`src/hdl/btalu_pkg.sv`:
```
// Package for the balanced-ternary ALU: trit word sizes, operation codes,
// conversion constants and the stage record handed from cell to cell.
// No dependencies.
package btalu_pkg;

  // Word geometry
  localparam int TRITS  = 6;
  localparam int WORD_W = 2 * TRITS;
  localparam int BIN_W  = 10;

  // 3^n, evaluated at elaboration only
  function automatic int pow3(input int n);
    int p;
    p = 1;
    for (int i = 0; i < n; i++) begin
      p = p * 3;
    end
    return p;
  endfunction

  localparam int POW_T = pow3(TRITS);
  localparam int LIMIT = (POW_T - 1) / 2;
  // Offset value u = v + LIMIT lies in 0 .. 3^TRITS - 1
  localparam int U_W   = $clog2(POW_T);
  localparam int TOP_W = pow3(TRITS - 1);

  // Digit thresholds for the most significant ternary digit of u
  localparam logic [U_W-1:0] W1 = U_W'(TOP_W);
  localparam logic [U_W-1:0] W2 = U_W'(2 * TOP_W);

  // Operation codes
  localparam logic [1:0] FUNC_CONV = 2'd0;
  localparam logic [1:0] FUNC_ADD  = 2'd1;
  localparam logic [1:0] FUNC_SUB  = 2'd2;

  // Trit codes
  localparam logic [1:0] TRIT_ZERO = 2'b00;
  localparam logic [1:0] TRIT_POS  = 2'b01;
  localparam logic [1:0] TRIT_NEG  = 2'b11;

  // Record that travels down the chain of cells
  typedef struct packed {
    logic [1:0]        func;
    logic [WORD_W-1:0] x;      // shifts right one trit per cell
    logic [WORD_W-1:0] y;      // shifts right one trit per cell
    logic [U_W-1:0]    u;      // remaining convert value, scaled by 3 per cell
    logic signed [1:0] carry;
    logic              rerr;
    logic [WORD_W-1:0] res;
  } stage_t;

  // Input trit code to signed value; unused code reads as zero
  function automatic logic signed [1:0] trit_val(input logic [1:0] code);
    logic signed [1:0] t;
    case (code)
      TRIT_POS: t = 2'sd1;
      TRIT_NEG: t = -2'sd1;
      default:  t = 2'sd0;
    endcase
    return t;
  endfunction

endpackage

```
`src/hdl/btalu_if.sv`:
```
// Valid/ready channel interfaces for the balanced-ternary ALU.
// Depends on btalu_pkg.
interface btalu_in_if;
  import btalu_pkg::*;
  logic                    valid;
  logic                    ready;
  logic [1:0]              func;
  logic signed [BIN_W-1:0] bin_value;
  logic [WORD_W-1:0]       x_trits;
  logic [WORD_W-1:0]       y_trits;

  modport source (output valid, output func, output bin_value, output x_trits,
                  output y_trits, input ready);
  modport sink   (input valid, input func, input bin_value, input x_trits,
                  input y_trits, output ready);
endinterface

interface btalu_out_if;
  import btalu_pkg::*;
  logic              valid;
  logic              ready;
  logic [WORD_W-1:0] result_trits;
  logic              carry_overflow;
  logic              range_error;

  modport source (output valid, output result_trits, output carry_overflow,
                  output range_error, input ready);
  modport sink   (input valid, input result_trits, input carry_overflow,
                  input range_error, output ready);
endinterface

```
`src/hdl/btalu_cell.sv`:
```
// One cell of the ALU chain: one ripple-carry trit for add/subtract and
// one ternary digit (most significant first) for convert, plus a stage register.
// Depends on btalu_pkg.
module btalu_cell
  import btalu_pkg::*;
(
  input  logic   clk,
  input  logic   rst,
  input  logic   in_valid,
  output logic   in_ready,
  input  stage_t in_data,
  output logic   out_valid,
  input  logic   out_ready,
  output stage_t out_data
);

  logic              vld;
  stage_t            data;
  stage_t            data_next;

  logic signed [1:0] a;
  logic signed [1:0] b;
  logic signed [1:0] bn;
  logic signed [2:0] s;
  logic signed [1:0] carry_next;
  logic [1:0]        add_code;
  logic [1:0]        conv_code;
  logic [U_W-1:0]    r;
  logic              is_arith;

  // Add/subtract: one trit of the carry ripple
  always_comb begin
    a  = trit_val(in_data.x[1:0]);
    b  = trit_val(in_data.y[1:0]);
    bn = (in_data.func == FUNC_SUB) ? 2'(~b + 2'sd1) : b;
    s  = {a[1], a} + {bn[1], bn} + {in_data.carry[1], in_data.carry};
    carry_next = 2'sd0;
    if (s > 3'sd1) begin
      s = s - 3'sd3;
      carry_next = 2'sd1;
    end else if (s < -3'sd1) begin
      s = s + 3'sd3;
      carry_next = -2'sd1;
    end
    add_code = s[1:0];
  end

  // Convert: next ternary digit of u, balanced by subtracting one
  always_comb begin
    if (in_data.u >= W2) begin
      conv_code = TRIT_POS;
      r = in_data.u - W2;
    end else if (in_data.u >= W1) begin
      conv_code = TRIT_ZERO;
      r = in_data.u - W1;
    end else begin
      conv_code = TRIT_NEG;
      r = in_data.u;
    end
  end

  // Assemble the record for the next cell
  always_comb begin
    is_arith = (in_data.func == FUNC_ADD) || (in_data.func == FUNC_SUB);
    data_next       = in_data;
    data_next.x     = in_data.x >> 2;
    data_next.y     = in_data.y >> 2;
    data_next.u     = U_W'({r, 1'b0}) + r;
    data_next.carry = is_arith ? carry_next : 2'sd0;
    if (in_data.func == FUNC_CONV) begin
      data_next.res = {in_data.res[WORD_W-3:0], in_data.rerr ? TRIT_ZERO : conv_code};
    end else begin
      data_next.res = {is_arith ? add_code : TRIT_ZERO, in_data.res[WORD_W-1:2]};
    end
  end

  // Stage register; takes a beat when empty or when the neighbor drains it
  assign in_ready = !vld || out_ready;

  always_ff @(posedge clk) begin
    if (rst) begin
      vld <= 1'b0;
    end else if (in_ready) begin
      vld <= in_valid;
    end
  end

  always_ff @(posedge clk) begin
    if (in_ready && in_valid) begin
      data <= data_next;
    end
  end

  assign out_valid = vld;
  assign out_data  = data;

endmodule

```
`src/hdl/balanced_ternary_alu_core.sv`:
```
// Six-trit balanced-ternary ALU: convert, add, subtract over a chain of
// TRITS cells, one trit per cell. One beat per cycle sustained while the
// output channel is ready, set by the per-cell stage registers with a ready
// chain that fills bubbles. Synchronous reset empties all stages; payload
// registers are not reset.
// Depends on btalu_pkg, btalu_if and btalu_cell.
module balanced_ternary_alu_core
  import btalu_pkg::*;
(
  input  logic         clk,
  input  logic         rst,
  btalu_in_if.sink     in_ch,
  btalu_out_if.source  out_ch
);

  stage_t      head;
  int          vi;
  logic        out_of_range;

  logic        vld   [TRITS+1];
  logic        rdy   [TRITS+1];
  stage_t      chain [TRITS+1];

  // Entry: range check and offset of the convert value
  always_comb begin
    vi = int'(in_ch.bin_value);
    out_of_range = (vi > LIMIT) || (vi < -LIMIT);
    head.func  = in_ch.func;
    head.x     = in_ch.x_trits;
    head.y     = in_ch.y_trits;
    head.u     = out_of_range ? '0 : U_W'(vi + LIMIT);
    head.carry = 2'sd0;
    head.rerr  = (in_ch.func == FUNC_CONV) && out_of_range;
    head.res   = '0;
  end

  assign vld[0]     = in_ch.valid;
  assign chain[0]   = head;
  assign in_ch.ready = rdy[0];

  // Chain of trit cells
  for (genvar k = 0; k < TRITS; k++) begin : g_cell
    btalu_cell u_cell (
      .clk       (clk),
      .rst       (rst),
      .in_valid  (vld[k]),
      .in_ready  (rdy[k]),
      .in_data   (chain[k]),
      .out_valid (vld[k+1]),
      .out_ready (rdy[k+1]),
      .out_data  (chain[k+1])
    );
  end

  // Result beat straight from the last stage register
  assign rdy[TRITS]           = out_ch.ready;
  assign out_ch.valid          = vld[TRITS];
  assign out_ch.result_trits   = chain[TRITS].res;
  assign out_ch.carry_overflow = (chain[TRITS].carry != 2'sd0);
  assign out_ch.range_error    = chain[TRITS].rerr;

endmodule

```
`src/flat_wrapper.sv`:
```
// flat-port wrapper written by rule: the top's interface ports become plain ports
module balanced_ternary_alu_core_flat import btalu_pkg::*;
  (clk, rst, in_ch_valid, in_ch_func, in_ch_bin_value, in_ch_x_trits, in_ch_y_trits, in_ch_ready, out_ch_valid, out_ch_result_trits, out_ch_carry_overflow, out_ch_range_error, out_ch_ready);
  btalu_in_if in_ch_i ();
  btalu_out_if out_ch_i ();
  input  logic clk;
  input  logic rst;
  input wire logic [$bits(in_ch_i.valid)-1:0] in_ch_valid;
  input wire logic [$bits(in_ch_i.func)-1:0] in_ch_func;
  input wire logic [$bits(in_ch_i.bin_value)-1:0] in_ch_bin_value;
  input wire logic [$bits(in_ch_i.x_trits)-1:0] in_ch_x_trits;
  input wire logic [$bits(in_ch_i.y_trits)-1:0] in_ch_y_trits;
  output wire logic [$bits(in_ch_i.ready)-1:0] in_ch_ready;
  output wire logic [$bits(out_ch_i.valid)-1:0] out_ch_valid;
  output wire logic [$bits(out_ch_i.result_trits)-1:0] out_ch_result_trits;
  output wire logic [$bits(out_ch_i.carry_overflow)-1:0] out_ch_carry_overflow;
  output wire logic [$bits(out_ch_i.range_error)-1:0] out_ch_range_error;
  input wire logic [$bits(out_ch_i.ready)-1:0] out_ch_ready;
  assign in_ch_i.valid = in_ch_valid;
  assign in_ch_i.func = in_ch_func;
  assign in_ch_i.bin_value = in_ch_bin_value;
  assign in_ch_i.x_trits = in_ch_x_trits;
  assign in_ch_i.y_trits = in_ch_y_trits;
  assign in_ch_ready = in_ch_i.ready;
  assign out_ch_valid = out_ch_i.valid;
  assign out_ch_result_trits = out_ch_i.result_trits;
  assign out_ch_carry_overflow = out_ch_i.carry_overflow;
  assign out_ch_range_error = out_ch_i.range_error;
  assign out_ch_i.ready = out_ch_ready;
  balanced_ternary_alu_core u_core (.clk(clk), .rst(rst), .in_ch(in_ch_i), .out_ch(out_ch_i));
endmodule
```
`config.mk`:
```
export PLATFORM = sky130hd
export DESIGN_NAME = balanced_ternary_alu_core_flat
export DESIGN_NICKNAME = d
export VERILOG_FILES = /design/src/hdl/btalu_pkg.sv /design/src/hdl/btalu_if.sv /design/src/hdl/btalu_cell.sv /design/src/hdl/balanced_ternary_alu_core.sv /design/src/flat_wrapper.sv
export SDC_FILE = /design/constraint.sdc
export NUM_CORES = 1
export LEC_CHECK = 0
export ABC_AREA = 0
export BUFFER_PORTS_ARGS = -buffer_cell sky130_fd_sc_hd__buf_2
export CAP_MARGIN = 0
export CORE_MARGIN = 2
export CORE_UTILIZATION = 30
export DETAILED_ROUTE_END_ITERATION = 8
export PLACE_DENSITY = 0.48
export SETUP_SLACK_MARGIN = 0.15
export SYNTH_ARGS = -nofsm -noshare
export SYNTH_HDL_FRONTEND = slang
export SYNTH_SLANG_ARGS = --single-unit
export TNS_END_PERCENT = 5
```
`constraint.sdc`:
```
create_clock -name clk -period 13.05 [get_ports clk]
set_clock_uncertainty 0.15 [all_clocks]
set_input_delay 1.305 -clock clk [delete_from_list [all_inputs] [get_ports clk]]
set_output_delay 1.305 -clock clk [all_outputs]
set_load 0.05 [all_outputs]
```
# [Word-level counts from Yosys, hierarchy flattened]
# Index checks and enable logic that the tools add are counted.
# W data, S select, Z words.
[totals] ff_bits=216 in_bits=40 output_inout_bits=16
[classes] add_sub_neg=45 n_lt_le_gt_ge=26 eq_ne=36 n_mux=80 bitwise_logic=13 reduce_logical=42
[ops] op="$mux W10" n=11
[ops] op="$mux W2" n=46
[ops] op="$ge A10 B8 Y1 const B" n=6
[ops] op="$ge A10 B9 Y1 const B" n=6
[ops] op="$mux W12" n=5
[ops] op="$add A10 B10 Y10" n=5
[ops] op="$sub A10 B8 Y10 const B" n=5
[ops] op="$sub A10 B9 Y10 const B" n=5
[ops] op="$pmux W2 S2" n=12
[ops] op="$eq A2 B1 Y1 const B" n=18
[ops] op="$eq A2 B2 Y1 const B" n=18
[ops] op="$add A2 B2 Y3" n=6
[ops] op="$gt A3 B2 Y1 const B" n=6
[ops] op="$lt A3 B1 Y1 const B" n=6
[ops] op="$reduce_or A2 Y1" n=8
[ops] op="$add A3 B3 Y3" n=5
[ops] op="$logic_or A1 B1 Y1" n=13
[ops] op="$add A2 B1 Y2 const B" n=6
[ops] op="$add A2 B2 Y2 const B" n=6
[ops] op="$logic_not A2 Y1" n=6
[ops] op="$not A2 Y2" n=6
[ops] op="$sub A2 B1 Y2 const B" n=6
[ops] op="$add A10 B10 Y10 const B" n=1
[ops] op="$gt A10 B10 Y1 const B" n=1
[ops] op="7 further kinds" n=29

# [Longest topological paths before layout]
# Gate-level depths: netlist (run 1).
[logic_depth] depth_word=12 depth_mapped=27

# [Hierarchy]
# Synthesis (run 1) repeated with hierarchy kept, for this count alone.
[unflattened] cells_unflattened=1261 hier_area_um2=15670.0
[by_module_without_submodules] mod="btalu_cell at u_core.g_cell[0].u_cell ..." n_inst=4 cells_each=201 area_each_um2=2543.7
[by_module_without_submodules] mod="btalu_cell at u_core.g_cell[4].u_cell" n_inst=1 cells_each=215 area_each_um2=2637.5
[by_module_without_submodules] mod="btalu_cell at u_core.g_cell[5].u_cell" n_inst=1 cells_each=199 area_each_um2=2537.4
[by_module_without_submodules] mod="balanced_ternary_alu_core" n_inst=1 cells_each=43 area_each_um2=320.3

# [Worst setup path before layout (run 1)]
# Ideal clock, no wire load.
[synth_path] path_type="input-to-reg" from="input port in_ch_bin_value[2]" to="register u_core.g_cell[0].u_cell.data (netlist bit u_core.g_cell[0].u_cell.out_data[24]), data pin" setup_time_ns=0.260 t_arrival_ns=5.417 t_required_ns=12.640 slack_ns=7.224 cell_stages=27 cell_sequence="inv_1 > ha_1 > and2b_1 > o21ai_1 > a21oi_2 > clkbuf_1 > nand2_1 > inv_1 > ha_1 > nand3_1 > a31oi_1 > a22o_1 > a21oi_2 > buf_2 > o211ai_1 > o21ai_1 > a21oi_1 > ha_1 > fa_1 > a21oi_1 > nor2_1 > nor2_1 > o21bai_1 > a21oi_1 > o21ai_0 > xor2_1 > xnor2_1"
[synth_lines] element="from (decl)" line_no="flat_wrapper.sv:10" source="input wire logic [$bits(in_ch_i.bin_value)-1:0] in_ch_bin_value;"
[synth_lines] element="to (signal assigned)" line_no="btalu_cell.sv:90" source="data <= data_next;"
[synth_lines] element="to (decl)" line_no="btalu_cell.sv:18" source="stage_t data;"

==> results summary, run 1 <==
The fmax is 0.164 GHz. The row count is 72. The path class of the tightest hold or removal check is reg -> reg. Summing over every cut layer, the via total after detailed routing is 7366. The initial antenna violation count came out at 0. The quantity of hold-fixing buffers added after cts is 0. The final number of max-transition violations is 0. STA puts the critical path data required time at 13.15 ns. The TritonCTS buffer count came out at 25. The kind of start point of the critical path is an input pin. The final net count is 1220. Routability-driven placement finished with a final weighted congestion of 0.838. The worst hold slack across all endpoints is 0.263 ns. The total power density per cell area is 242 nW/um^2. The number of detailed-route iterations in the first pass came out at 4. The worst setup path is captured at a register. The first global-routing pass estimated 34.3 mm of wire. The total setup violations reported at the end of the flow is 0. The area of the multi-input gates came out at 5260 sq um.

The critical path is of the in -> reg type. The post-detailed-route via-to-cell ratio came out at 4.55. Summing all placed instances gives a cell area of 12600 sq um. Across every metal layer, demand over resource in global routing totals 9.91%. The count of unique library cells instantiated by Yosys is 57.

The clock latency on the worst-skew pair came out at 0.50 ns. The number of buffer cells added on primary ports is 55. Combinational cells account for 47.6% of the total power.

Setup total negative slack on the finished layout was measured at 0 ns. The final number of hold-violating endpoints came out at 0. The largest vdd supply drop is 0.0000929 V. The combined area of all synthesized cells came out at 11800 sq um.

The pin count of the biggest net entering global routing is 40. Fill cells in the final layout number 3906. Synthesis produced 1038 cells. The Yosys warning count came out at 0. The reported leakage power is 5.10 nW.

The clock root buffer is sky130_fd_sc_hd__clkbuf_16. The I/O pin count is 56. The deepest clock path buffer count is 3. The register share of total power is 31.7%. The overall routed net length came out at 20.4 mm. The via count of the first global-routing pass is 7327.

The average footprint of a synthesized cell came out at 11.4 sq um. The number of routed nets with antenna violations came out at 0. Setup slack on the critical path of the routed design comes to 6.94 ns. The area of all placed cells without fillers is 13400 sq um. The transition time at the pin with the least slew margin came out at 1.16 ns. The share of synthesized area occupied by flip-flops and latches came out at 51.3%. TritonCTS built the clock tree. The leftover overflow at the end of global routing is 0. The final clock period utilization by the worst path came out at 46.8%. The maximum level of the CTS H-tree came out at 1. The clock period minus final worst setup slack is 6.11 ns. The clock transition at the registers of the reported paths is 0.06 ns. The synthesized design contains 204 register bits. The remaining design rule violation count came out at 0. The fraction of power spent switching nets came out at 36.0%. In this run, synthesis inferred 198 flip-flops with an integrated enable. The number of setup buffers added after CTS came out at 0. In this run, the number of DRC markers left after iteration 0 of detailed routing was 318.

The worst endpoint data arrival time came out at 6.21 ns. The overall die area is 41000 sq um. The share of flip-flops with an asynchronous set or reset after synthesis came out at 0%. The floorplan core area is 38700 sq um. After legalization and detailed placement, the total HPWL measured 15.2 mm. The flow ran to the end, and the final reports show no timing, DRC or antenna violations.

The total inserted antenna cells is 0. At the placement stage, the worst setup path has a slack of 6.45 ns. The share of power burned in the clock network is 20.7%. The fraction of final layout cells with drive strength greater than 1 came out at 12.7%. The internal power component is 0.00207 W.

The count of instances resized after the clock tree is built came out at 0. Dividing the detail-routed wire length by the instance count gives 12.6 um. The net count after synthesis came out at 1176. From left edge to right edge, the die measures 202 um. The die span in y came out at 202 um. The critical-path maximum fanout is 17.

The area overhead of the layout relative to synthesis came out at 13.4%. The power spent charging and discharging nets came out at 0.00117 W. The max-capacitance violation count came out at 0.

The clock sink count came out at 204. The initial core utilization is 30.5%. The relative slew slack came out at 22.5%. Setup repair after global routing left no endpoint under its margin. The sequential cell area is 6070 sq um. The most instantiated flip-flop cell in the synthesis netlist is sky130_fd_sc_hd__edfxtp_1.
[area by class of cell]
class	count	area share, %
clock inverters	14	1.17
inverters	85	2.38
well taps	518	4.84
flip-flops and latches	204	45.3
repair buffers	59	2.28
clock buffers	31	4.84
multi-input cells	707	39.2
[layout by cell type (no fill, tap or decap), types with 4 or more instances in the layout]
cell                          n
sky130_fd_sc_hd__edfxtp_1   198
sky130_fd_sc_hd__inv_1       85
sky130_fd_sc_hd__ha_1        82
sky130_fd_sc_hd__nand2_1     80
sky130_fd_sc_hd__nor2_1      70
sky130_fd_sc_hd__xnor2_1     70
sky130_fd_sc_hd__o21ai_0     57
sky130_fd_sc_hd__buf_2       55
sky130_fd_sc_hd__a21oi_1     48
sky130_fd_sc_hd__xor2_1      26
sky130_fd_sc_hd__mux2_2      26
sky130_fd_sc_hd__clkbuf_16   25
sky130_fd_sc_hd__nand3_1     22
sky130_fd_sc_hd__nor2b_1     20
sky130_fd_sc_hd__fa_1        16
sky130_fd_sc_hd__a211oi_1    13
sky130_fd_sc_hd__nand2b_1    12
sky130_fd_sc_hd__a22o_1      11
sky130_fd_sc_hd__a21o_1      10
sky130_fd_sc_hd__and3_1      10
sky130_fd_sc_hd__o21ai_1      9
sky130_fd_sc_hd__a31oi_1      9
sky130_fd_sc_hd__o211ai_1     9
sky130_fd_sc_hd__and2_1       9
sky130_fd_sc_hd__or3_1        8
sky130_fd_sc_hd__o21a_1       8
sky130_fd_sc_hd__mux2i_1      8
sky130_fd_sc_hd__o21bai_1     8
sky130_fd_sc_hd__nand4_1      7
sky130_fd_sc_hd__clkbuf_1     6
sky130_fd_sc_hd__dfxtp_1      6
sky130_fd_sc_hd__nor3_1       5
sky130_fd_sc_hd__nor3b_1      5
sky130_fd_sc_hd__a31o_2       4
sky130_fd_sc_hd__a21boi_0     4
sky130_fd_sc_hd__o22ai_1      4
sky130_fd_sc_hd__buf_4        4
[path summary, 6_finish.rpt]
| kind | from | to | slack, ns | cells after the start |
|---|---|---|---|---|
| setup / recovery | in_ch_bin_value[2] | u_core.g_cell[0].u_cell.out_data[24]$_DFFE_PP_ | 6.94 | 25 |
| hold / removal | u_core.g_cell[1].u_cell.out_data[41]$_DFFE_PP_ | u_core.g_cell[2].u_cell.out_data[39]$_DFFE_PP_ | 0.26 | 0 |
| setup reg to reg | u_core.g_cell[2].u_cell.out_data[16]$_DFFE_PP_ | u_core.g_cell[3].u_cell.out_data[24]$_DFFE_PP_ | 8.52 | 17 |
| hold reg to reg | u_core.g_cell[1].u_cell.out_data[41]$_DFFE_PP_ | u_core.g_cell[2].u_cell.out_data[39]$_DFFE_PP_ | 0.26 | 0 |
[cell families after synthesis]
kind of cell,Yosys count,share of synthesized area [%]
AOI/OAI and AO/OA,217,12.0
xor gates and xnor gates,96,7.11
adders and majority gates,98,11.4
buffers and inverters,127,4.45
DFF,204,51.3
muxes,34,3.16
and+or+nand+nor,262,10.5
[sequential cells by signal (all words and copies together) (netlist names)]
signal	cells
u_core.g_cell.u_cell.out_data	198
u_core.g_cell.u_cell.out_valid	6
[synth_stat cells (22+ instances only)]
library cell / instances / area (sq um)
sky130_fd_sc_hd__xnor2_1: 70 / 613
sky130_fd_sc_hd__nor2b_1: 22 / 138
sky130_fd_sc_hd__nand3_1: 22 / 110
sky130_fd_sc_hd__edfxtp_1: 198 / 5950
sky130_fd_sc_hd__o21ai_0: 57 / 285
sky130_fd_sc_hd__nor2_1: 70 / 263
sky130_fd_sc_hd__nand2_1: 80 / 300
sky130_fd_sc_hd__inv_1: 85 / 319
sky130_fd_sc_hd__xor2_1: 26 / 228
sky130_fd_sc_hd__a21oi_1: 48 / 240
sky130_fd_sc_hd__clkbuf_1: 26 / 97.6
sky130_fd_sc_hd__mux2_2: 26 / 293
sky130_fd_sc_hd__ha_1: 82 / 1030
[routing by layer]
metal	vias to the layer above	wire [um]	GRT usage, %
li1	3794	-	-
met1	3434	9210	12.2
met2	107	9990	17.9
met3	31	714	1.65
met4	0	469	2.66
met5	-	0	0
[worst max-delay path: stages]
cell and delay [ns]:
sky130_fd_sc_hd__buf_2 0.16, sky130_fd_sc_hd__inv_1 0.07, sky130_fd_sc_hd__ha_1 0.23, sky130_fd_sc_hd__and2b_1 0.26, sky130_fd_sc_hd__o21ai_1 0.18, sky130_fd_sc_hd__a21oi_2 0.55
sky130_fd_sc_hd__nand2_1 0.16, sky130_fd_sc_hd__ha_1 0.24, sky130_fd_sc_hd__nand3_1 0.09, sky130_fd_sc_hd__a31oi_1 0.07, sky130_fd_sc_hd__a22o_1 0.24, sky130_fd_sc_hd__a21oi_2 0.50
sky130_fd_sc_hd__o211ai_1 0.17, sky130_fd_sc_hd__o21ai_1 0.11, sky130_fd_sc_hd__a21oi_1 0.10, sky130_fd_sc_hd__ha_1 0.27, sky130_fd_sc_hd__fa_1 0.40, sky130_fd_sc_hd__a21oi_1 0.14
sky130_fd_sc_hd__nor2_1 0.05, sky130_fd_sc_hd__nor2_1 0.15, sky130_fd_sc_hd__o21bai_1 0.08, sky130_fd_sc_hd__a21oi_1 0.22, sky130_fd_sc_hd__o21ai_0 0.14, sky130_fd_sc_hd__xor2_1 0.17
sky130_fd_sc_hd__xnor2_1 0.13
[power by group through the flow]
stage               Sequential [W]  Clock (W)  Combinational (W)
CTS                        0.00103   0.000695            0.00156
global route               0.00104   0.000720            0.00178
global placement           0.00104          0            0.00154
floorplan                  0.00101          0            0.00130
finish                     0.00103   0.000671            0.00154
detailed placement         0.00104          0            0.00155
[metrics by stage]
stage | total power, W | utilization [%] | std cells
floorplan | 0.00231 | - | 1038
global placement | 0.00257 | 32.5 | 1573
detailed placement | 0.00259 | 32.5 | 1573
CTS | 0.00328 | 34.6 | 1618
global route | 0.00354 | 34.6 | 1618
finish | 0.00324 | 34.6 | 1618
(Power assumes the default switching activity.)
==> run 2: changes to the inputs <==
--- a/config.mk
+++ b/config.mk
@@ -11,7 +11,7 @@
 export CORE_MARGIN = 2
 export CORE_UTILIZATION = 30
 export DETAILED_ROUTE_END_ITERATION = 8
-export PLACE_DENSITY = 0.48
+export PLACE_DENSITY = 0.49
 export SETUP_SLACK_MARGIN = 0.15
 export SYNTH_ARGS = -nofsm -noshare
 export SYNTH_HDL_FRONTEND = slang
==> constraint.sdc (replaced) <==
create_clock -name clk -period 5.1 [get_ports clk]
set_clock_uncertainty 0.15 [all_clocks]
set_input_delay 0.51 -clock clk [delete_from_list [all_inputs] [get_ports clk]]
set_output_delay 0.51 -clock clk [all_outputs]
set_load 0.05 [all_outputs]
==> run 2 against run 1 <==
  * Critical path depth up 1
  * Register-to-register slack worse by 7.9 ns
  * Final cell count is 1.6% higher
  * Clock power increased to 2.7 times the previous value
  * Critical endpoint unchanged
  * Largest cell class unchanged
  * Highest routed layer unchanged
==> results summary, run 2 (same netlist as run 1, synthesis figures left out) <==
The flow ran to the end, and the final reports show no timing, DRC or antenna violations. The kind of start point of the critical path is an input pin. The most critical setup path has its endpoint at u_core.g_cell[0].u_cell.out_data[24]$_DFFE_PP_. The share of power burned in combinational logic is 47.5%. The share of power burned in the clock network is 21.2%. After clock tree synthesis, the clock-pin slew on the worst setup and hold paths is 0.05 ns. TritonCTS built the clock tree.

The worst setup slack after placement is -0.0905 ns. The via count of the first global-routing pass came to 7419. The largest vdd supply drop came out at 0.000279 V.

The global-route wire length before repair came out at 34.7 mm. The clock latency on the worst-skew pair is 0.52 ns. The overall global routing resource usage is 10.1%. The number of flip-flops in the largest register is 198. Once detail routing completed, the nets flagged for antenna violations numbered 0. The row count came out at 72. The worst hold path stage count is 1. The path class of the tightest hold or removal check is in -> reg.

The final net count came out at 1246. The remaining design rule violation count is 0. The deepest clock path buffer count is 3. The pin count of the biggest net entering global routing is 40.

The slack of the worst reg-to-reg path is 0.61 ns. In the finished design, the share of the clock period the worst path needs comes to 89.8%. The transition time at the pin with the least slew margin came out at 1.16 ns. In this run the critical register-to-register path is launched from u_core.g_cell[1].u_cell.out_data[16]$_DFFE_PP_. Setup violations remaining at the end of the flow were counted as 0. The most frequent standard cell in the layout excluding fill and tap cells is sky130_fd_sc_hd__edfxtp_1. The clock drives 204 sinks. Summed over all cells, the static leakage comes to 5.25 nW. The x dimension of the die came out at 202 um. Compared with the post-synthesis result, the final layout area differs by 16.1%.

At the end of routability-driven placement, the weighted congestion stood at 0.778. The total power density per cell area came out at 611 nW/um^2. The relative slew slack came out at 22.3%. The leftover overflow at the end of global routing is 0.

Data on the critical path is required at its endpoint by 5.21 ns. Across the run, the number of max-cap violations was 0. The fmax is 0.218 GHz. Setup repair after global routing left no endpoint under its margin. The die span in y came out at 202 um.

The final number of hold-violating endpoints came out at 0. The routed layout has 7429 vias. The TritonCTS buffer count is 24.

The terminus of the critical flop-to-flop path is u_core.g_cell[2].u_cell.out_data[24]$_DFFE_PP_. The count of non-filler cells in the finished layout is 1644. Including well taps, the total number of placed cells is 1582. The clock period minus final worst setup slack is 4.58 ns.

The register share of total power came out at 31.4%. The cell sitting at the root of the clock tree is a sky130_fd_sc_hd__clkbuf_16. The number of detailed-route iterations in the first pass came out at 5. The post-detailed-route via-to-cell ratio is 4.52. The worst endpoint data arrival time came out at 4.69 ns. The fraction of final layout cells with drive strength greater than 1 is 13.9%. The number of setup buffers added after CTS is 0. The critical path starts at in_ch_bin_value[2]. The power spent charging and discharging nets came out at 0.00299 W. The fraction of power spent switching nets came out at 35.7%. The worst setup slack after layout is 0.519 ns. In the final routed layout, each cell accounts on average for 12.6 um. The maximum level of the CTS H-tree came out at 1.

Measured in cells, the most critical reg-to-reg path has a length of 16. The detailed router's first-iteration violation count came out at 381. The overall routed net length came out at 20.7 mm. The internal power component is 0.00539 W. The top cell types in the final layout, fill and taps aside, are 198 x sky130_fd_sc_hd__edfxtp_1, 85 x sky130_fd_sc_hd__inv_1, 82 x sky130_fd_sc_hd__ha_1, 80 x sky130_fd_sc_hd__nand2_1. The nature of the critical path endpoint is a register.

The initial antenna violation count came out at 0. The critical path class is in -> reg. The initial core utilization came out at 30.5%. The half-perimeter wire length of the detailed placement result is 15.3 mm.

The final number of max-transition violations is 0. The overall die area came out at 41000 sq um. The number of antenna diodes in the final layout is 0. The floorplan core area came out at 38700 sq um. The I/O pin count is 56. In this run the tool buffered the top-level ports with 55 buffer cells.

Along the worst path, the maximum fanout reaches 8.
## run 2: cell types whose count changed in the layout (fill, tap and decap cells not counted), sizes merged
cell and change:
dlygate4sd3 +18, buf +9, clkbuf -4, bufinv +2, clkinv +2, clkinvlp -1
## run 2: area by class of cell
class,count,area [sq um]
multi-input cells,707,5300
repair buffers,86,553
flip-flops and latches,204,6070
well taps,518,648
clock inverters,17,226
clock buffers,27,612
fillers,3907,25000
inverters,85,319
## run 2: worst min path at each step
stage	from	end
floorplan	u_core.g_cell[0].u_cell.out_data[27]$_DFFE_PP_	u_core.g_cell[1].u_cell.out_data[25]$_DFFE_PP_
global placement	u_core.g_cell[0].u_cell.out_data[27]$_DFFE_PP_	u_core.g_cell[1].u_cell.out_data[25]$_DFFE_PP_
detailed placement	u_core.g_cell[1].u_cell.out_data[27]$_DFFE_PP_	u_core.g_cell[2].u_cell.out_data[25]$_DFFE_PP_
CTS	in_ch_y_trits[2]	u_core.g_cell[0].u_cell.out_data[25]$_DFFE_PP_
global route	in_ch_y_trits[2]	u_core.g_cell[0].u_cell.out_data[25]$_DFFE_PP_
finish	in_ch_y_trits[2]	u_core.g_cell[0].u_cell.out_data[25]$_DFFE_PP_
## run 2: worst max-delay path, cell delays in order
cell and delay [ns]:
sky130_fd_sc_hd__buf_2 0.16, sky130_fd_sc_hd__inv_1 0.09, sky130_fd_sc_hd__ha_1 0.19, sky130_fd_sc_hd__and2b_2 0.27
sky130_fd_sc_hd__o21ai_4 0.24, sky130_fd_sc_hd__a21oi_4 0.10, sky130_fd_sc_hd__nand2_1 0.11, sky130_fd_sc_hd__inv_1 0.10
sky130_fd_sc_hd__ha_1 0.19, sky130_fd_sc_hd__nand3_1 0.09, sky130_fd_sc_hd__a31oi_1 0.07, sky130_fd_sc_hd__a22o_1 0.26
sky130_fd_sc_hd__a21oi_4 0.26, sky130_fd_sc_hd__o211ai_1 0.12, sky130_fd_sc_hd__o21ai_1 0.11, sky130_fd_sc_hd__a21oi_2 0.08
sky130_fd_sc_hd__ha_1 0.25, sky130_fd_sc_hd__fa_1 0.40, sky130_fd_sc_hd__a21oi_1 0.15, sky130_fd_sc_hd__nor2_1 0.06
sky130_fd_sc_hd__nor2_1 0.15, sky130_fd_sc_hd__o21bai_1 0.08, sky130_fd_sc_hd__a21oi_1 0.19, sky130_fd_sc_hd__o21ai_0 0.14
sky130_fd_sc_hd__xor2_1 0.17, sky130_fd_sc_hd__xnor2_1 0.14
## run 2: power by group through the flow
| stage | Clock [W] | Sequential (W) | Combinational (W) |
|---|---|---|---|
| 6_report | 0.00178 | 0.00263 | 0.00398 |
| 3_3_place_gp | 0 | 0.00266 | 0.00395 |
| 3_5_place_dp | 0 | 0.00266 | 0.00401 |
| 4_1_cts | 0.00184 | 0.00263 | 0.00404 |
| 2_1_floorplan | 0 | 0.00258 | 0.00334 |
| 5_1_grt | 0.00191 | 0.00267 | 0.00459 |
## run 2: routing by layer
| layer | up-vias | track usage (%) | wire, um |
|---|---|---|---|
| met4 | 0 | 3.15 | 418 |
| met3 | 28 | 1.67 | 754 |
| li1 | 3844 | - | - |
| met2 | 109 | 18.1 | 10100 |
| met5 | - | 0 | 0 |
| met1 | 3448 | 12.2 | 9370 |
## run 2: stage by stage
step           utilization (%)  power (W)  hold slack (ns)  cell area (sq um)  setup TNS (ns)
2_1_floorplan                -    0.00592            0.250              11800               0
3_3_place_gp              32.7    0.00661            0.253              12700               0
3_5_place_dp              32.7    0.00667            0.255              12700         -0.0905
4_1_cts                   35.3    0.00851       0.00000566              13700               0
5_1_grt                   35.4    0.00917          0.00177              13700               0
6_report                  35.4    0.00839           0.0293              13700               0
## run 2: timing repair
item,CTS,global route
gates resized for setup,0,7
hold endpoints to repair,17,1
hold buffers,17,1
endpoints found under the setup margin,0,1
==> run 3: changes to the inputs <==
--- a/config.mk
+++ b/config.mk
@@ -11,7 +11,7 @@
 export CORE_MARGIN = 2
 export CORE_UTILIZATION = 30
 export DETAILED_ROUTE_END_ITERATION = 8
-export PLACE_DENSITY = 0.49
+export PLACE_DENSITY = 0.48
 export SETUP_SLACK_MARGIN = 0.15
 export SYNTH_ARGS = -nofsm -noshare
 export SYNTH_HDL_FRONTEND = slang
==> constraint.sdc (replaced) <==
create_clock -name clk -period 5.6 [get_ports clk]
set_clock_uncertainty 0.15 [all_clocks]
set_input_delay 0.56 -clock clk [delete_from_list [all_inputs] [get_ports clk]]
set_output_delay 0.56 -clock clk [all_outputs]
set_load 0.05 [all_outputs]
==> run 3 against run 2 <==
  * Routed wire length fell by 1.8%
  * Clock power fell by 7%
  * Die area did not move
  * Final cell count fell by 1.4%
  * Final area fell by 1.7%
  * Total power fell by 9.0%
  * Sequential power fell by 9.1%
  * Worst hold slack improved by 0.031 ns
  * Worst setup slack improved by 0.25 ns
  * Combinational power fell by 10%
  * Count of clock-buffer cells in the layout fell by 1
  * First-iteration DRC count fell by 19%
  * Critical path type unchanged
  * Critical endpoint unchanged
==> results summary, run 3 (same netlist as run 1, synthesis figures left out) <==
Once layout is complete, the utilization of the core stands at 34.8%. The final number of max-transition violations came out at 0. The flow ran to the end, and the final reports show no timing, DRC or antenna violations. After clock tree synthesis, the clock-pin slew on the worst setup and hold paths is 0.06 ns. Summed over all layers, the routed wires come to 20.3 mm. The final total negative setup slack is 0 ns. The TritonCTS buffer count came out at 24.

The final layout contains 1224 nets. Along the worst path, the maximum fanout reaches 8. The x dimension of the die is 202 um. Across all hold checks on the routed design, the worst slack comes to 0.0598 ns. The count of non-filler cells in the finished layout is 1621. The max-capacitance violation count is 0. The maximum level of the CTS H-tree is 1. The met1 usage came out at 12.0%. The number of setup buffers added after CTS came out at 0. The slack of the worst reg-to-reg path came out at 0.98 ns.

The detailed router's first-iteration violation count is 310. The reported leakage power is 5.16 nW. The count of nets left with antenna violations once routing finished came out at 0. The initial antenna violation count is 0. CTS placed an instance of sky130_fd_sc_hd__clkbuf_16 at the clock tree root.

The global-route wire length before repair came out at 34.1 mm. The floorplan core area is 38700 sq um. The final clock period utilization by the worst path is 86.3%. The deepest clock path buffer count is 3. The cell total after placement is 1578.

Routability-driven placement finished with a final weighted congestion of 0.772. The worst endpoint data arrival time is 4.95 ns. Leaving out fill and tap cells, the most frequent cells in the layout are 198 x sky130_fd_sc_hd__edfxtp_1, 85 x sky130_fd_sc_hd__inv_1, 82 x sky130_fd_sc_hd__ha_1, 80 x sky130_fd_sc_hd__nand2_1. STA classifies the critical path startpoint as an input pin. Setup repair after global routing left no endpoint under its margin. TritonCTS built the clock tree. The final number of hold-violating endpoints came out at 0. The post-detailed-route via-to-cell ratio came out at 4.50. Buffers inserted to repair hold after CTS numbered 0. The relative slew slack came out at 24.4%. After global routing, the most crowded layer is met2. The clock period minus final worst setup slack is 4.83 ns. The leftover overflow at the end of global routing came out at 0.

Once the floorplan was initialized, standard cells occupied 30.5% of the core. The total inserted antenna cells is 0. The library cell used most frequently in the layout, excluding fill and tap cells, is sky130_fd_sc_hd__edfxtp_1. The via count of the first global-routing pass came out at 7343. STA classifies the critical path endpoint as a register.

For this run, the total global-route usage over all layers was measured as 9.89%. 56 I/O pins were placed. The transition time at the pin with the least slew margin came out at 1.13 ns. For this run, design rule violations remaining after detail routing come to 0. For the worst-skew pair, the clock arrives at the later sink with an insertion delay of 0.52 ns. The area overhead of the layout relative to synthesis came out at 14.2%. The number of fillers in the final layout is 3861. The pin count of the biggest net entering global routing is 40. The count of instances resized after the clock tree is built came out at 0. Based on the critical path, the design can be clocked at up to 0.207 GHz. The total setup violations reported at the end of the flow is 0.

The total via count after detailed routing came out at 7290. The number of detailed-route iterations in the first pass came out at 6. After detailed routing, the average wire length per cell comes to 12.5 um. The die covers 41000 sq um.

The die span in y came out at 202 um. The clock sink count came out at 204. The row count came out at 72. The number of flip-flops in the largest register is 198. The half-perimeter wire length of the detailed placement result came out at 15.1 mm.

The met2 track utilization from global routing came out at 18.0%. The total power density per cell area is 566 nW/um^2. In the final layout, the share of cells above drive strength 1 is 13.2%.

The data required time at the worst endpoint came out at 5.71 ns. The path class of the tightest hold or removal check is in -> reg. The met3 track demand over resource in global routing came out at 1.77%. The critical path class is in -> reg. The number of buffer cells added on primary ports came out at 55.

The largest vdd supply drop came out at 0.000251 V.
run 3: cell types whose count changed in the layout (fill, tap and decap cells not counted), moves of 2 or more:
| cell | delta |
|---|---|
| sky130_fd_sc_hd__buf_4 | -4 |
| sky130_fd_sc_hd__dlygate4sd3_1 | -18 |
| sky130_fd_sc_hd__clkinv_2 | -2 |
| sky130_fd_sc_hd__a21oi_4 | -2 |
run 3: final cells by class:
type	count	area, sq um	share of cell area [%]
flip-flops and latches	204	6070	45.0
clock inverters	17	250	1.85
multi-input cells	707	5260	39.0
inverters	85	319	2.36
clock buffers	26	608	4.51
repair buffers	64	343	2.54
well taps	518	648	4.80
run 3: final timing paths:
path,start,endpoint,cells past startpoint
worst max register to register,u_core.g_cell[3].u_cell.out_data[16]$_DFFE_PP_,u_core.g_cell[4].u_cell.out_data[24]$_DFFE_PP_,18
worst min register to register,u_core.g_cell[1].u_cell.out_data[30]$_DFFE_PP_,u_core.g_cell[2].u_cell.out_data[28]$_DFFE_PP_,0
worst max-delay path,in_ch_bin_value[2],u_core.g_cell[0].u_cell.out_data[24]$_DFFE_PP_,25
worst min-delay path,in_ch_y_trits[10],u_core.g_cell[0].u_cell.out_data[33]$_DFFE_PP_,1
run 3: where the power goes:
part	switching (W)	internal, W	leakage (nW)
combinational	0.00191	0.00167	2.87
clock	0.000603	0.00106	0.413
sequential	0.000193	0.00220	1.88
run 3: through the flow:
stage,setup WS (ns),total power (W),instance area (sq um)
after floorplan,0.519,0.00539,11800
after global placement,0.316,0.00601,12600
after detailed placement,0.233,0.00604,12600
after CTS,0.775,0.00776,13500
after global routing,0.219,0.00837,13500
final,0.765,0.00763,13500
run 3: routing by layer:
layer / routed length [um] / part of all wire, %
met1: 9110 / 45
met2: 10000 / 49
met3: 814 / 4.0
met4: 336 / 1.7
met5: 0 / 0
run 3: critical path, stage by stage:
cell                       delay [ns]
sky130_fd_sc_hd__buf_2           0.17
sky130_fd_sc_hd__inv_1           0.07
sky130_fd_sc_hd__ha_1            0.23
sky130_fd_sc_hd__and2b_1         0.26
sky130_fd_sc_hd__o21ai_1         0.17
sky130_fd_sc_hd__a21oi_2         0.25
sky130_fd_sc_hd__nand2_1         0.14
sky130_fd_sc_hd__inv_1           0.14
sky130_fd_sc_hd__ha_1            0.19
sky130_fd_sc_hd__nor2_1          0.08
sky130_fd_sc_hd__nor3b_1         0.37
sky130_fd_sc_hd__a211o_1         0.28
sky130_fd_sc_hd__o211ai_1        0.10
sky130_fd_sc_hd__o21ai_1         0.08
sky130_fd_sc_hd__a21oi_1         0.10
sky130_fd_sc_hd__ha_1            0.28
sky130_fd_sc_hd__fa_1            0.41
sky130_fd_sc_hd__a21oi_1         0.14
sky130_fd_sc_hd__nor2_1          0.05
sky130_fd_sc_hd__nor2_1          0.15
sky130_fd_sc_hd__o21bai_1        0.09
sky130_fd_sc_hd__a21oi_1         0.21
sky130_fd_sc_hd__o21ai_0         0.14
sky130_fd_sc_hd__xor2_1          0.16
sky130_fd_sc_hd__xnor2_1         0.13
